===== src/sv/tlfq_pkg.sv =====
// tlfq_pkg: shared types and constants of the three level feedback queue scheduler
// depends on nothing; imported by tlfq_fifo and the scheduler core
package tlfq_pkg;

    localparam int JOB_W    = 3;
    localparam int LEVEL_W  = 2;
    localparam int STATUS_W = 2;
    localparam int CMD_W    = 2;
    localparam int CNT_W    = 4;
    localparam int CFG_IDX_W = 2;
    localparam int JOB_IDS  = 8;

    localparam logic [CMD_W-1:0] CMD_ADMIT    = 2'd0;
    localparam logic [CMD_W-1:0] CMD_DISPATCH = 2'd1;
    localparam logic [CMD_W-1:0] CMD_SLICE    = 2'd2;
    localparam logic [CMD_W-1:0] CMD_DONE     = 2'd3;

    localparam logic [LEVEL_W-1:0] LEVEL_HIGH   = 2'd0;
    localparam logic [LEVEL_W-1:0] LEVEL_MEDIUM = 2'd1;
    localparam logic [LEVEL_W-1:0] LEVEL_LOW    = 2'd2;

    localparam logic [STATUS_W-1:0] STATUS_OK    = 2'd0;
    localparam logic [STATUS_W-1:0] STATUS_EMPTY = 2'd1;
    localparam logic [STATUS_W-1:0] STATUS_FULL  = 2'd2;

    localparam logic [CFG_IDX_W-1:0] REG_HIGH_LIMIT   = 2'd0;
    localparam logic [CFG_IDX_W-1:0] REG_MEDIUM_LIMIT = 2'd1;

    localparam logic [CNT_W-1:0] HIGH_LIMIT_RESET   = 4'd2;
    localparam logic [CNT_W-1:0] MEDIUM_LIMIT_RESET = 4'd4;
    localparam logic [CNT_W-1:0] CNT_MAX            = 4'd15;

    typedef logic [JOB_W-1:0] job_t;

    typedef struct packed {
        logic push;
        logic pop;
        job_t data;
    } fifo_op_t;

endpackage


===== src/sv/three_level_feedback_queue_scheduler_core.sv =====
// three_level_feedback_queue_scheduler_core: command register, scheduling decision,
// per-job slice counters and result register; depends on tlfq_pkg and tlfq_fifo
// the result strobe is registered through the command register and then the result register
// throughput: one command per cycle, busy stays low; the result strobe cannot be held off
// reset: all queues empty, heads at zero, slice counters zero, limits 2 and 4
// configuration is taken in any cycle, cfg_ready stays high
module three_level_feedback_queue_scheduler_core
    import tlfq_pkg::*;
#(
    parameter int MAX_JOBS = 8
)
(
    input  logic                  clk,
    input  logic                  rst_n,
    input  logic                  start,
    output logic                  busy,
    input  logic [CMD_W-1:0]      command,
    input  logic [JOB_W-1:0]      job_index,
    input  logic                  cfg_valid,
    output logic                  cfg_ready,
    input  logic [CFG_IDX_W-1:0]  cfg_index,
    input  logic [CNT_W-1:0]      cfg_data,
    output logic                  result_valid,
    output logic [JOB_W-1:0]      job_number,
    output logic [LEVEL_W-1:0]    level,
    output logic                  demoted,
    output logic [STATUS_W-1:0]   status
);

    localparam int CW = $clog2(MAX_JOBS + 1);
    localparam logic [CW-1:0] FULL_COUNT = CW'(MAX_JOBS);

    logic                 cmd_valid_reg;
    logic [CMD_W-1:0]     cmd_reg;
    job_t                 job_reg;
    logic [CNT_W-1:0]     high_limit_reg;
    logic [CNT_W-1:0]     medium_limit_reg;
    logic [CNT_W-1:0]     high_used_reg [JOB_IDS];
    logic [CNT_W-1:0]     high_used_next [JOB_IDS];
    logic [CNT_W-1:0]     medium_used_reg [JOB_IDS];
    logic [CNT_W-1:0]     medium_used_next [JOB_IDS];

    fifo_op_t             ops [3];
    job_t                 heads [3];
    logic [CW-1:0]        counts [3];

    logic                 result_valid_reg;
    job_t                 job_number_reg;
    job_t                 job_number_next;
    logic [LEVEL_W-1:0]   level_reg;
    logic [LEVEL_W-1:0]   level_next;
    logic                 demoted_reg;
    logic                 demoted_next;
    logic [STATUS_W-1:0]  status_reg;
    logic [STATUS_W-1:0]  status_next;

    logic                 queues_empty;
    logic [LEVEL_W-1:0]   top_lvl;
    job_t                 top_job;
    logic                 due;
    logic                 lower_full;

    genvar g;
    generate
        for (g = 0; g < 3; g++)
        begin : g_queue
            tlfq_fifo #(
                .DEPTH (MAX_JOBS)
            ) u_fifo (
                .clk       (clk),
                .rst_n     (rst_n),
                .op        (ops[g]),
                .head_data (heads[g]),
                .count     (counts[g])
            );
        end
    endgenerate

    assign busy      = 1'b0;
    assign cfg_ready = 1'b1;

    // command register
    always_ff @(posedge clk or negedge rst_n)
    begin
        if (!rst_n)
        begin
            cmd_valid_reg <= 1'b0;
        end
        else
        begin
            cmd_valid_reg <= start && !busy;
        end
    end

    always_ff @(posedge clk)
    begin
        if (start && !busy)
        begin
            cmd_reg <= command;
            job_reg <= job_index;
        end
    end

    // configuration registers
    always_ff @(posedge clk or negedge rst_n)
    begin
        if (!rst_n)
        begin
            high_limit_reg   <= HIGH_LIMIT_RESET;
            medium_limit_reg <= MEDIUM_LIMIT_RESET;
        end
        else if (cfg_valid && cfg_ready)
        begin
            unique case (cfg_index)
                REG_HIGH_LIMIT:   high_limit_reg   <= cfg_data;
                REG_MEDIUM_LIMIT: medium_limit_reg <= cfg_data;
                default:          ;
            endcase
        end
    end

    // highest non-empty queue
    always_comb
    begin
        queues_empty = 1'b0;
        top_lvl      = LEVEL_HIGH;
        top_job      = heads[0];
        lower_full   = 1'b1;
        priority if (counts[0] != '0)
        begin
            top_lvl    = LEVEL_HIGH;
            top_job    = heads[0];
            lower_full = (counts[1] == FULL_COUNT);
        end
        else if (counts[1] != '0)
        begin
            top_lvl    = LEVEL_MEDIUM;
            top_job    = heads[1];
            lower_full = (counts[2] == FULL_COUNT);
        end
        else if (counts[2] != '0)
        begin
            top_lvl = LEVEL_LOW;
            top_job = heads[2];
        end
        else
        begin
            queues_empty = 1'b1;
        end

        due = ((top_lvl == LEVEL_HIGH) && (high_used_reg[top_job] >= high_limit_reg)) ||
              ((top_lvl == LEVEL_MEDIUM) && (medium_used_reg[top_job] >= medium_limit_reg));
    end

    // scheduling decision
    always_comb
    begin
        for (int i = 0; i < 3; i++)
        begin
            ops[i] = '{push: 1'b0, pop: 1'b0, data: top_job};
        end
        high_used_next   = high_used_reg;
        medium_used_next = medium_used_reg;
        job_number_next  = job_reg;
        level_next       = LEVEL_HIGH;
        demoted_next     = 1'b0;
        status_next      = STATUS_OK;

        if (cmd_valid_reg)
        begin
            if (cmd_reg == CMD_ADMIT)
            begin
                if (counts[0] == FULL_COUNT)
                begin
                    status_next = STATUS_FULL;
                end
                else
                begin
                    ops[0].push = 1'b1;
                    ops[0].data = job_reg;
                    high_used_next[job_reg]   = '0;
                    medium_used_next[job_reg] = '0;
                end
            end
            else if (queues_empty)
            begin
                job_number_next = '0;
                status_next     = STATUS_EMPTY;
            end
            else
            begin
                job_number_next = top_job;
                level_next      = top_lvl;
                unique case (cmd_reg)
                    CMD_DISPATCH:
                    begin
                        if (top_lvl == LEVEL_HIGH && high_used_reg[top_job] != CNT_MAX)
                        begin
                            high_used_next[top_job] = high_used_reg[top_job] + 1'b1;
                        end
                        else if (top_lvl == LEVEL_MEDIUM &&
                                 medium_used_reg[top_job] != CNT_MAX)
                        begin
                            medium_used_next[top_job] = medium_used_reg[top_job] + 1'b1;
                        end
                    end
                    CMD_SLICE:
                    begin
                        ops[top_lvl].pop = 1'b1;
                        if (due && !lower_full)
                        begin
                            ops[top_lvl + 1'b1].push = 1'b1;
                            demoted_next = 1'b1;
                        end
                        else
                        begin
                            ops[top_lvl].push = 1'b1;
                        end
                    end
                    CMD_DONE:
                    begin
                        ops[top_lvl].pop = 1'b1;
                    end
                    default:
                    begin
                    end
                endcase
            end
        end
    end

    // slice counters
    always_ff @(posedge clk or negedge rst_n)
    begin
        if (!rst_n)
        begin
            for (int i = 0; i < JOB_IDS; i++)
            begin
                high_used_reg[i]   <= '0;
                medium_used_reg[i] <= '0;
            end
        end
        else
        begin
            high_used_reg   <= high_used_next;
            medium_used_reg <= medium_used_next;
        end
    end

    // result register
    always_ff @(posedge clk or negedge rst_n)
    begin
        if (!rst_n)
        begin
            result_valid_reg <= 1'b0;
        end
        else
        begin
            result_valid_reg <= cmd_valid_reg;
        end
    end

    always_ff @(posedge clk)
    begin
        if (cmd_valid_reg)
        begin
            job_number_reg <= job_number_next;
            level_reg      <= level_next;
            demoted_reg    <= demoted_next;
            status_reg     <= status_next;
        end
    end

    assign result_valid = result_valid_reg;
    assign job_number   = job_number_reg;
    assign level        = level_reg;
    assign demoted      = demoted_reg;
    assign status       = status_reg;

    a_result_follows_beat: assert property (@(posedge clk) disable iff (!rst_n)
        result_valid |-> $past(start, 2))
        else $error("result strobe without an accepted command");

    a_empty_result_zero: assert property (@(posedge clk) disable iff (!rst_n)
        (result_valid && status == STATUS_EMPTY) |->
            (job_number == '0 && level == LEVEL_HIGH && !demoted))
        else $error("empty result carries a job");

    a_demote_level: assert property (@(posedge clk) disable iff (!rst_n)
        (result_valid && demoted) |-> (level != LEVEL_LOW && status == STATUS_OK))
        else $error("demotion from low level or with bad status");

    a_one_pop: assert property (@(posedge clk) disable iff (!rst_n)
        $countones({ops[0].pop, ops[1].pop, ops[2].pop}) <= 1)
        else $error("more than one queue popped");

endmodule


===== src/sv/tlfq_fifo.sv =====
// tlfq_fifo: circular queue of job numbers with head read, pop and push in the same cycle
// depends on tlfq_pkg for job_t and fifo_op_t
module tlfq_fifo
    import tlfq_pkg::*;
#(
    parameter int DEPTH = 8
)
(
    input  logic                       clk,
    input  logic                       rst_n,
    input  fifo_op_t                   op,
    output job_t                       head_data,
    output logic [$clog2(DEPTH+1)-1:0] count
);

    localparam int HW = $clog2(DEPTH);
    localparam int CW = $clog2(DEPTH + 1);
    localparam int SW = HW + 1;
    localparam logic [SW-1:0] DEPTH_S = SW'(DEPTH);
    localparam logic [HW-1:0] LAST    = HW'(DEPTH - 1);

    job_t            mem_reg [DEPTH];
    logic [HW-1:0]   head_reg;
    logic [HW-1:0]   head_next;
    logic [CW-1:0]   count_reg;
    logic [CW-1:0]   count_next;
    logic [SW-1:0]   tail_sum;
    logic [HW-1:0]   tail;

    // tail from the old head and count is also right after a same-cycle pop
    always_comb
    begin
        tail_sum = SW'(head_reg) + SW'(count_reg);
        if (tail_sum >= DEPTH_S)
        begin
            tail_sum = tail_sum - DEPTH_S;
        end
        tail = tail_sum[HW-1:0];

        head_next = head_reg;
        if (op.pop)
        begin
            head_next = (head_reg == LAST) ? '0 : head_reg + 1'b1;
        end

        count_next = count_reg;
        if (op.push && !op.pop)
        begin
            count_next = count_reg + 1'b1;
        end
        else if (op.pop && !op.push)
        begin
            count_next = count_reg - 1'b1;
        end
    end

    always_ff @(posedge clk or negedge rst_n)
    begin
        if (!rst_n)
        begin
            head_reg  <= '0;
            count_reg <= '0;
        end
        else
        begin
            head_reg  <= head_next;
            count_reg <= count_next;
        end
    end

    always_ff @(posedge clk)
    begin
        if (op.push)
        begin
            mem_reg[tail] <= op.data;
        end
    end

    assign head_data = mem_reg[head_reg];
    assign count     = count_reg;

    a_count_range: assert property (@(posedge clk) disable iff (!rst_n)
        count_reg <= CW'(DEPTH))
        else $error("queue count beyond depth");

    a_no_pop_empty: assert property (@(posedge clk) disable iff (!rst_n)
        op.pop |-> count_reg != '0)
        else $error("pop from empty queue");

    a_no_push_full: assert property (@(posedge clk) disable iff (!rst_n)
        (op.push && !op.pop) |-> count_reg != CW'(DEPTH))
        else $error("push into full queue");

endmodule

===== config.mk =====
export PLATFORM = sky130hd
export DESIGN_NAME = three_level_feedback_queue_scheduler_core
export DESIGN_NICKNAME = d
export VERILOG_FILES = /design/src/sv/tlfq_pkg.sv /design/src/sv/three_level_feedback_queue_scheduler_core.sv /design/src/sv/tlfq_fifo.sv
export SDC_FILE = /design/constraint.sdc
export NUM_CORES = 1
export LEC_CHECK = 0
export ABC_AREA = 1
export BUFFER_PORTS_ARGS = -buffer_cell sky130_fd_sc_hd__buf_2
export CORE_MARGIN = 3
export CORE_UTILIZATION = 25
export DETAILED_ROUTE_END_ITERATION = 10
export PLACE_DENSITY = 0.44
export SLEW_MARGIN = 10
export SYNTH_ARGS = -nofsm -noshare
export SYNTH_HDL_FRONTEND = slang
export SYNTH_SLANG_ARGS = --single-unit

===== constraint.sdc =====
create_clock -name clk -period 9 [get_ports clk]
set_input_delay 1.8 -clock clk [delete_from_list [all_inputs] [get_ports clk]]
set_output_delay 1.8 -clock clk [all_outputs]
set_load 0.005 [all_outputs]

-- Word level (Yosys, flattened, before mapping)
Memory sizes are Yosys's and may differ from the RTL's.
Index checks and enable logic that the tools add are counted.
W data, S select, Z words.
- memories kept: 3
- bits of input ports: 15
- register bits: 108
- RAM bits: 72
- word-level logic and storage cells: 208
- output and inout bits: 11
- equal/unequal tests: 16
- $lt $le $gt $ge: 13
- $add $sub $neg: 18
- muxes and demuxes: 77
- reduce and logical (&&, ||, !) cells: 41
- bitwise operators: 8
- memory list (memory ; depth ; bits a word ; rd ports ; clocked after Yosys merged registers in ; write ports ; RTL line ; text):
    g_queue[0].u_fifo.mem_reg ; 8 ; 3 ; 1 ; 0 ; 1 ; tlfq_fifo.sv:22 ; job_t mem_reg [DEPTH];
    g_queue[1].u_fifo.mem_reg ; 8 ; 3 ; 1 ; 0 ; 1 ; tlfq_fifo.sv:22 ;
    g_queue[2].u_fifo.mem_reg ; 8 ; 3 ; 1 ; 0 ; 1 ; tlfq_fifo.sv:22 ;
- operator list (kind ; number):
    $mux W32 ; 11
    $and A32 B32 Y32 ; 2
    $bwmux W32 ; 2
    $mux W4 ; 13
    $bwmux W15 ; 3
    $mux W15 ; 3
    $mux W3 ; 13
    $not A32 Y32 ; 1
    $demux W5 S2 ; 3
    $pmux W15 S2 ; 1
    $bmux W4 S3 ; 2
    $demux W4 S3 ; 2
    $add A4 B1 Y4 const B ; 5
    $ge A4 B4 Y1 const B ; 5
    $mux W1 ; 16
    $logic_and A1 B1 Y1 ; 15
    $add A3 B4 Y4 ; 3
    $eq A4 B4 Y1 const B ; 3
    $reduce_bool A2 Y1 ; 6
    $reduce_bool A4 Y1 ; 3
    $sub A4 B1 Y4 const B ; 3
    $mux W10 ; 1
    $mux W2 ; 5
    $mux W5 ; 2
    24 further kinds ; 50

-- Depth between registers and ports, before layout
Gate-level depths: netlist (run 1).
- depth in word-level cells: 21
- gate-level depth with buffers: 36
- mapped depth without buffers: 33

-- Hierarchy
From an unflattened synthesis (run 1), not the netlist that was laid out.
- cell total of the unflattened synthesis: 1403
- area, all modules: 10865.4 µm²
- modules (own cells, without submodules) (module ; instances ; cells each ; area an instance (µm²) ; seq. area each (µm²)):
    three_level_feedback_queue_scheduler_core ; 1 ; 914 ; 6229.7 ; 2244.7
    tlfq_fifo (g_queue[0].u_fifo ...) ; 2 ; 156 ; 1516.5 ; 895.9
    tlfq_fifo (g_queue[1].u_fifo) ; 1 ; 177 ; 1602.8 ; 895.9

-- Worst setup path after synthesis (run 1)
OpenSTA, ideal clock, no wires.
- path kind: register to register
- from: register g_queue[0].u_fifo.count_reg[1]
- to: register g_queue[0].u_fifo.count_reg[3]
- clock period less this slack: 4.572 ns
- setup time: 0.121 ns
- buffers on the path: 2
- required time: 8.879 ns
- slack: 4.428 ns
- arrival: 4.450 ns
- cell stages (with the launch flop): 30
- cell sequence: dfrtp_1 -> nor2_2 -> nand3_2 -> nor2_1 -> nand3_2 -> nand3_4 -> buf_6 -> buf_6 -> nand2_1 -> a21oi_1 -> o21ai_1 -> nand2_2 -> inv_2 -> ha_1 -> inv_1 -> a21oi_1 -> o21a_1 -> o21a_1 -> o211ai_1 -> nand2_1 -> o31ai_1 -> ha_1 -> inv_1 -> ha_1 -> a21o_1 -> a21oi_1 -> nor2_1 -> nor2_1 -> nand2_1 -> xor2_1
- longest elaborated chain between the ends: 18
- elaborated cells on any way between the ends: 56
- classes of those cells: 3 x add/sub; 6 x order compare; 2 x eq/ne; 28 x mux; 3 x bitwise; 14 x reduce/logical
- ends and longest elaborated chain (element ; RTL line ; text):
    start, declared ; tlfq_fifo.sv:25 ; logic [CW-1:0] count_reg;
    start signal, assigned ; tlfq_fifo.sv:67 ; count_reg <= count_next;
    $reduce_bool A4 Y1 ; three_level_feedback_queue_scheduler_core.sv:129 ; priority if (counts[0] != '0)
    $mux W3 ; three_level_feedback_queue_scheduler_core.sv:129 ;
    $not A3 Y4 (implied by the code) ; three_level_feedback_queue_scheduler_core.sv:151, three_level_feedback_queue_scheduler_core.sv:152 ;
    $bmux W4 S3 (on tied branches) ; three_level_feedback_queue_scheduler_core.sv:151, three_level_feedback_queue_scheduler_core.sv:152 ;
    $mux W4 (on tied branches) (2 in series) ; three_level_feedback_queue_scheduler_core.sv:151, three_level_feedback_queue_scheduler_core.sv:152 ;
    $ge A4 B4 Y1 (on tied branches) ; three_level_feedback_queue_scheduler_core.sv:151, three_level_feedback_queue_scheduler_core.sv:152 ;
    $logic_and A1 B1 Y1 (on tied branches) ; three_level_feedback_queue_scheduler_core.sv:151, three_level_feedback_queue_scheduler_core.sv:152 ;
    $logic_or A1 B1 Y1 ; three_level_feedback_queue_scheduler_core.sv:151 ; due = ((top_lvl == LEVEL_HIGH) && (high_used_reg[top_job] >= high_limit_reg)) ||
    $logic_and A1 B1 Y1 ; three_level_feedback_queue_scheduler_core.sv:210 ; if (due && !lower_full)
    $mux W15 ; three_level_feedback_queue_scheduler_core.sv:210 ;
    $pmux W15 S2 ; three_level_feedback_queue_scheduler_core.sv:194 ; unique case (cmd_reg)
    $mux W15 ; three_level_feedback_queue_scheduler_core.sv:185 ; else if (queues_empty)
    $mux W1 ; three_level_feedback_queue_scheduler_core.sv:171 ; if (cmd_reg == CMD_ADMIT)
    $mux W15 ; three_level_feedback_queue_scheduler_core.sv:169 ; if (cmd_valid_reg)
    $logic_not A1 Y1 (on tied branches) ; tlfq_fifo.sv:47, tlfq_fifo.sv:51 ;
    $logic_and A1 B1 Y1 (on tied branches) ; tlfq_fifo.sv:47, tlfq_fifo.sv:51 ;
    $mux W4 / $reduce_bool A2 Y1 (equally long branches) ; n/a ;
Parallel ways exist; a longest one is shown, timed or not. The select of a mux whose other input is x is not followed.
A chain may end at the register's enable or synchronous reset.

-- Final worst setup path (run 1)
- from: register g_queue[0].u_fifo.head_reg[0]
- to: register g_queue[0].u_fifo.count_reg[3]
- longest elaborated chain between the ends: 20
- elaborated cells on any way between the ends: 29
- classes of those cells: 2 x order compare; 16 x mux; 1 x bitwise; 9 x reduce/logical; 1 x memory
- ends and longest elaborated chain (element ; RTL line ; text):
    start, declared ; tlfq_fifo.sv:23 ; logic [HW-1:0] head_reg;
    start signal, assigned ; tlfq_fifo.sv:66 ; head_reg <= head_next;
    $mem_v2 Z8 W3 * ; n/a ;
    $mux W3 ; three_level_feedback_queue_scheduler_core.sv:141 ; else if (counts[2] != '0)
    $mux W3 ; three_level_feedback_queue_scheduler_core.sv:135 ; else if (counts[1] != '0)
    $mux W3 * ; three_level_feedback_queue_scheduler_core.sv:129 ;
    $not A3 Y4 (implied by the code) * ; three_level_feedback_queue_scheduler_core.sv:151, three_level_feedback_queue_scheduler_core.sv:152 ;
    $bmux W4 S3 (on tied branches) ; three_level_feedback_queue_scheduler_core.sv:151, three_level_feedback_queue_scheduler_core.sv:152 ;
    $mux W4 (on tied branches) (2 in series) ; three_level_feedback_queue_scheduler_core.sv:151, three_level_feedback_queue_scheduler_core.sv:152 ;
    $ge A4 B4 Y1 (on tied branches) ; three_level_feedback_queue_scheduler_core.sv:151, three_level_feedback_queue_scheduler_core.sv:152 ;
    [3 not listed] ; n/a ;
    $mux W15 * ; three_level_feedback_queue_scheduler_core.sv:210 ;
    $pmux W15 S2 * ; three_level_feedback_queue_scheduler_core.sv:194 ;
    $mux W15 * ; three_level_feedback_queue_scheduler_core.sv:185 ;
    $mux W1 ; three_level_feedback_queue_scheduler_core.sv:171 ;
    $mux W15 * ; three_level_feedback_queue_scheduler_core.sv:169 ;
    $logic_not A1 Y1 (on tied branches) ; tlfq_fifo.sv:47, tlfq_fifo.sv:51 ;
    $logic_and A1 B1 Y1 (on tied branches) ; tlfq_fifo.sv:47, tlfq_fifo.sv:51 ;
    $mux W4 / $reduce_bool A2 Y1 (equally long branches) ; n/a ;
Every way passes the cells marked *; elsewhere a longest branch is shown, timed or not. The select of a mux whose other input is x is not followed.

==> impl_metrics.yaml, run 1 <==
status:
  outcome: "completed"
pwr:
  reported_net_switching_power_mw: 2.49
  netSwitchingFraction_pct: 52.2
  pwr-share-comb_pct: 56.2
  vdd_drop_max_mv: 0.171
  power.sequential.fraction_pct: 28.3
  power.share.clock_pct: 15.5
  p_leak_nw: 5.18
  cellPowerDensity_mw_per_mm2: 413
  internal_power_mw: 2.28
final_layout:
  share_of_cells_above_drive_strength_1_pct: 9.75
  seq_area_sq_mm: 0.00493
  multi_input_comb_area_sq_mm: 0.00470
  num_antenna_cells: 0
  final_nets: 1339
  area_added_between_synthesis_and_finish_pct: 11.2
  fillers: 4448
  final_util_pct: 28.3
  max_ffs_per_register: 72
run:
  cap_violations: 0
timing:
  max_transition_margin_pct: 24.2
  setup_viol_count_final: 0
  post-route-period-util_pct: 69.5
  timing.final.crit_period_ns: 6.26
  grt_setup_unrepaired: "no"
  worst-slew-pin-transition_ns: 1.12
  finalSetupTns_ns: 0
  max_clock_freq_mhz: 160
  skew_ns: 0.0153
  timing.final.max_slew_violations: 0
  report.final.hold_viol_count: 0
route:
  wl_mm: 30.6
  avgViaCountPerCell: 4.60
  num_vias: 8450
  drc_violation_total_after_the_first_tritonroute_iteration: 793
  ant_nets: 0
  firstDrtPassIters: 5
  drt-wirelength-per-cell_um: 16.7
  remaining_drc_errors: 0
yosys:
  synth_enable_flop_cells: 85
  netlist_top_cells_count: "nand2_1 (451), inv_1 (136), nor2_1 (99)"
  synthDominantAreaCellType: "edfxtp_1"
  synth_top_flop_cell: "dfrtp_1"
  synth.net_count: 1325
  synth.top_cells.by_area: "edfxtp_1 (25%), dfrtp_1 (22%), nand2_1 (16%)"
  asyncSetResetFlopFracSynth_pct: 52.8
  post_synthesis_average_cell_area_sq_um: 8.15
  synth.yosys.seq_area_share_pct: 47.4
  synth_largest_type_area_fraction_pct: 24.5
  post-synth-top-count-cell: "nand2_1"
  netlist_instances: 1276
  combined_area_of_all_synthesized_cells_sq_mm: 0.0104
  synth-warning-count: 0
  yosys_register_bits: 180
  synthDistinctLibCells: 55
floorplan:
  start_util_pct: 25.4
  core-area_sq_mm: 0.0409
  chipWidth_um: 210
  floorplan.die_area_sq_mm: 0.0441
  fp-row-count: 74
  die_h_um: 210
  io_pins: 26
critical_path:
  reg2reg_setup_slack_ns: 2.74
  critPathCaptureType: "flip-flop"
  setup.worst_path.class: "reg -> reg"
  critical_path.max_fanout: 67
  critical_path.startpoint_type: "flip-flop"
  cpPeakStageDelay_ns: 0.68
  worstPathRequired_ns: 9.35
  critical-path-slowest-cell: "nand3_4"
  worstPathArrival_ns: 6.61
cts:
  cts_hold_bufs: 0
  cts_htree_levels: 4
  post_cts_resize_count: 0
  clock_tree_from_tritoncts: "yes"
  cts_made_buffers: 17
  number_of_clock_sinks: 180
  cts.reportedPaths.clkPinSlew_ns: 0.08
  insertion_delay_ns: 0.46
  clock-root-buffer: "clkbuf_16"
  post_cts_setup_buffer_count: 0
  clk_path_buf_depth: 2
global_routing:
  global_route.overflow_total: 0
  gr-usage-all-layers_pct: 14.2
  global_route_wire_length_before_repair_mm: 48.5
  first_global_vias: 8549
  grt_start_max_net_pins: 68
  antenna_found_initial: 1
place:
  place.port_buffers: 23
  dp_hpwl_mm: 22.0
  gpl.final_weighted_congestion: 0.842
hold_path:
  hp-class: "reg -> reg"
==> layout by cell type (no fill, tap or decap), types with 4 or more instances in the layout <==
cell type and count:
a21oi_1 13, a22o_1 6, a22oi_1 4, buf_2 22, buf_4 5, clkbuf_16 17, clkinvlp_4 4, dfrtp_1 93
edfxtp_1 85, fa_1 6, ha_1 28, inv_1 136, inv_2 11, inv_8 4, nand2_1 451, nand2_2 5
nand3_1 94, nand3_2 7, nand3_4 4, nand4_1 15, nor2_1 98, nor2_2 10, nor2_4 14, nor3_1 6
o211ai_1 4, o21ai_0 46, o21ai_1 36, o22ai_1 10, o31ai_1 6, o32ai_1 4, xnor2_1 9, xor2_1 6
==> power groups by stage <==
stage	clock network [mW]	logic (mW)	registers, mW
2_1_floorplan	0	1.97	1.29
4_1_cts	0.762	2.69	1.35
6_report	0.741	2.69	1.35
5_1_grt	0.793	3.03	1.38
3_3_place_gp	0	2.66	1.37
3_5_place_dp	0	2.68	1.37
==> worst max-delay path: cells and delay by family, from the launching register on <==
family | cells | cell delay (ns)
AOI/OAI and AO/OA | 10 | 1.81
and+or+nand+nor | 9 | 1.65
buffers and inverters | 5 | 1.03
adders and majority gates | 3 | 0.82
DFF | 1 | 0.64
xor gates and xnor gates | 1 | 0.14
==> routing by layer <==
metal / global-route usage, % / wire length [um] / vias up
met4: 4.36 / 594 / 0
met1: 19.4 / 14400 / 4028
met2: 22.6 / 14100 / 197
met3: 3.13 / 1490 / 37
li1: - / - / 4188
met5: 0 / 0 / -
==> per-stage QoR <==
step / setup slack [ns] / hold slack [ns] / total power, mW / instance area [sq um] / instances
after CTS: 2.74 / 0.488 / 4.81 / 11600 / 1835
after detailed placement: 2.79 / 0.470 / 4.05 / 11000 / 1803
final: 2.74 / 0.486 / 4.78 / 11600 / 1835
after global routing: 2.04 / 0.500 / 5.20 / 11600 / 1835
after floorplan: 4.43 / 0.449 / 3.26 / 10400 / 1276
after global placement: 2.98 / 0.463 / 4.03 / 11000 / 1803
==> worst paths after layout <==
kind	start	to	cells after the start
min in group asynchronous	rst_n	medium_used_reg[17]	1
min reg2reg	high_used_reg[10]	high_used_reg[10]	2
max	g_queue[0].u_fifo.head_reg[0]	g_queue[0].u_fifo.count[3]	28
min	high_used_reg[10]	high_used_reg[10]	2
max reg2reg	g_queue[0].u_fifo.head_reg[0]	g_queue[0].u_fifo.count[3]	28
max in group asynchronous	rst_n	g_queue[0].u_fifo.head_reg[1]	2
==> layout make-up <==
| cell class | instances | area share [%] |
|---|---|---|
| Sequential cell | 180 | 42.6 |
| Clock buffer | 17 | 3.68 |
| Tap cell | 532 | 5.75 |
| Clock inverter | 15 | 1.24 |
| Inverter | 148 | 4.80 |
| Timing Repair Buffer | 27 | 1.28 |
| Multi-Input combinational cell | 916 | 40.6 |
==> cells by family after synthesis <==
logic type	after synthesis	share of synthesized area [%]
fa+ha+maj	34	4.52
mux	3	0.325
flops	180	47.4
xor+xnor	15	1.26
buf+inv	180	7.48
other cells	2	0.0722
simple gates	719	30.7
compound gates	143	8.24
Note: power is estimated with default switching activity, not from simulation.
==> run 2, diff against run 1 <==
--- a/config.mk
+++ b/config.mk
@@ -10,7 +10,7 @@
 export CORE_MARGIN = 3
 export CORE_UTILIZATION = 25
 export DETAILED_ROUTE_END_ITERATION = 10
-export PLACE_DENSITY = 0.44
+export PLACE_DENSITY = 0.45
 export SLEW_MARGIN = 10
 export SYNTH_ARGS = -nofsm -noshare
 export SYNTH_HDL_FRONTEND = slang
==> constraint.sdc (replaced) <==
create_clock -name clk -period 5.36 [get_ports clk]
set_input_delay 1.072 -clock clk [delete_from_list [all_inputs] [get_ports clk]]
set_output_delay 1.072 -clock clk [all_outputs]
set_load 0.005 [all_outputs]
==> impl_metrics.yaml, run 2 (synthesized netlist as in run 1, its figures left out) <==
cts:
  clock_tree_from_tritoncts: "yes"
  insertion_delay_ns: 0.44
  cts_htree_levels: 4
  cts_made_buffers: 17
  clk_path_buf_depth: 2
  clock-root-buffer: "clkbuf_16"
  cts.reportedPaths.clkPinSlew_ns: 0.07
  number_of_clock_sinks: 180
run:
  cap_violations: 0
timing:
  worst-slew-pin-transition_ns: 1.17
  max_transition_margin_pct: 21.5
  max_clock_freq_mhz: 202
  layout_setup_ws_ns: 0.417
  skew_ns: 0.0108
  post-route-period-util_pct: 92.2
  report.final.hold_viol_count: 0
  setup_viol_count_final: 0
  timing.final.max_slew_violations: 0
  timing.final.crit_period_ns: 4.94
place:
  place.port_buffers: 23
  dp_hpwl_mm: 22.5
  place_ws_ns: 0.184
  gpl.final_weighted_congestion: 0.832
critical_path:
  critPathCaptureType: "flip-flop"
  cpPeakStageDelay_ns: 0.47
  worstPathRequired_ns: 5.68
  crit_path_frequent_cell: "nand2_1"
  critical_path.max_fanout: 16
  setup.worst_path.class: "reg -> reg"
  rr_startpoint: "g_queue[1].u_fifo.count[1]"
  r2r_end: "g_queue[2].u_fifo.count[3]"
  worstPathArrival_ns: 5.27
  reg2regPathDepth: 31
  reg2reg_setup_slack_ns: 0.42
  critical-path-slowest-cell: "dfrtp_2"
  critical_path.startpoint_type: "flip-flop"
route:
  wl_mm: 31.5
  drt-wirelength-per-cell_um: 17.0
  avgViaCountPerCell: 4.64
  firstDrtPassIters: 7
  remaining_drc_errors: 0
  ant_nets: 0
  drc_violation_total_after_the_first_tritonroute_iteration: 636
  num_vias: 8607
hold_path:
  hp-start: "medium_used_reg[10]"
  worstHoldPathCells: 2
  hp-class: "reg -> reg"
  hold_path_end: "medium_used_reg[10]"
final_layout:
  fillers: 4420
  final_nets: 1359
  final_cell_mix: "nand2_1 (451), inv_1 (136), nor2_1 (97)"
  multi_input_comb_area_sq_mm: 0.00475
  share_of_cells_above_drive_strength_1_pct: 11.4
  layout_commonest_cell: "nand2_1"
  seq_area_sq_mm: 0.00494
  max_ffs_per_register: 72
  num_antenna_cells: 0
  area_added_between_synthesis_and_finish_pct: 13.8
global_routing:
  first_global_vias: 8652
  antenna_found_initial: 0
  global_route_wire_length_before_repair_mm: 49.9
  grt_start_max_net_pins: 62
  gr-usage-all-layers_pct: 14.5
  global_route.overflow_total: 0
status:
  outcome: "completed"
pwr:
  finalPower_mw: 8.38
  cellPowerDensity_mw_per_mm2: 708
  p_leak_nw: 5.31
  vdd_drop_max_mv: 0.312
floorplan:
  core-area_sq_mm: 0.0409
  floorplan.die_area_sq_mm: 0.0441
  chipWidth_um: 210
  start_util_pct: 25.4
  io_pins: 26
  fp-row-count: 74
  die_h_um: 210
-- run 2: cell types whose count changed in the layout (fill, tap and decap cells not counted), moves of 2 or more --
cell,delta
clkinv_4,+2
nor2_2,-2
dfrtp_1,-4
bufinv_16,+2
clkinvlp_4,-3
dfrtp_2,+4
clkbuf_1,+2
buf_4,+17
clkinv_2,-2
nor2_4,+3
-- run 2: worst max-delay path by stage --
stage / start / slack, ns / cells after the start / endpoint
floorplan: g_queue[0].u_fifo.count[1] / 0.79 / 29 / g_queue[0].u_fifo.count[3]
global placement: g_queue[0].u_fifo.count[1] / 0.18 / 29 / g_queue[0].u_fifo.count[3]
detailed placement: g_queue[0].u_fifo.count[1] / 0.18 / 29 / g_queue[0].u_fifo.count[3]
CTS: g_queue[0].u_fifo.count[1] / 0.16 / 29 / g_queue[0].u_fifo.count[3]
global route: g_queue[1].u_fifo.count[1] / -0.004 / 29 / g_queue[0].u_fifo.count[3]
finish: g_queue[1].u_fifo.count[1] / 0.42 / 31 / g_queue[2].u_fifo.count[3]
-- run 2: critical path: cells and delay by family (launching register included) --
kind	cells	cell delay [ns]
compound gates	8	1.35
xor+xnor	1	0.14
fa+ha+maj	3	0.74
buf+inv	5	0.53
flops	1	0.47
simple gates	14	1.55
-- run 2: power by group --
part | leakage, nW | internal [mW] | total (mW) | switching [mW]
Combinational | 2.98 | 1.45 | 4.83 | 3.38
Clock | 0.289 | 0.706 | 1.30 | 0.594
Sequential | 2.04 | 1.95 | 2.25 | 0.294
-- run 2: timing repair --
action | 4_1_cts | 5_1_grt
setup endpoints to repair | 0 | 5
setup buffers | 0 | 2
hold buffers | 0 | 0
resized for setup | 0 | 16
hold endpoints to repair | 0 | 0
-- run 2: layout make-up --
class / instances / area share, %
tap: 532 / 5.62
clock buffer: 19 / 3.66
multi-input combinational: 916 / 40.1
timing repair buffer: 47 / 2.80
clock inverter: 13 / 1.40
sequential: 180 / 41.7
inverter: 148 / 4.71
-- run 2: per-layer routing --
metal  part of all wire, %  vias to the layer above  track usage (%)
met1                    47                     4127             20.1
met3                   5.2                       31             2.96
met2                    46                      214             23.3
met5                     0                        -                0
li1                      -                     4235                -
met4                   1.8                        0             3.63
-- run 2: stage by stage --
stage	utilization, %	hold WS, ns	cells	TNS, ns	cell area, sq um
floorplan	-	0.449	1276	0	10400
global placement	27.2	0.465	1820	0	11100
detailed placement	27.2	0.464	1820	0	11100
CTS	28.7	0.484	1852	0	11700
global route	28.9	0.506	1855	-0.00436	11800
finish	28.9	0.479	1855	0	11800
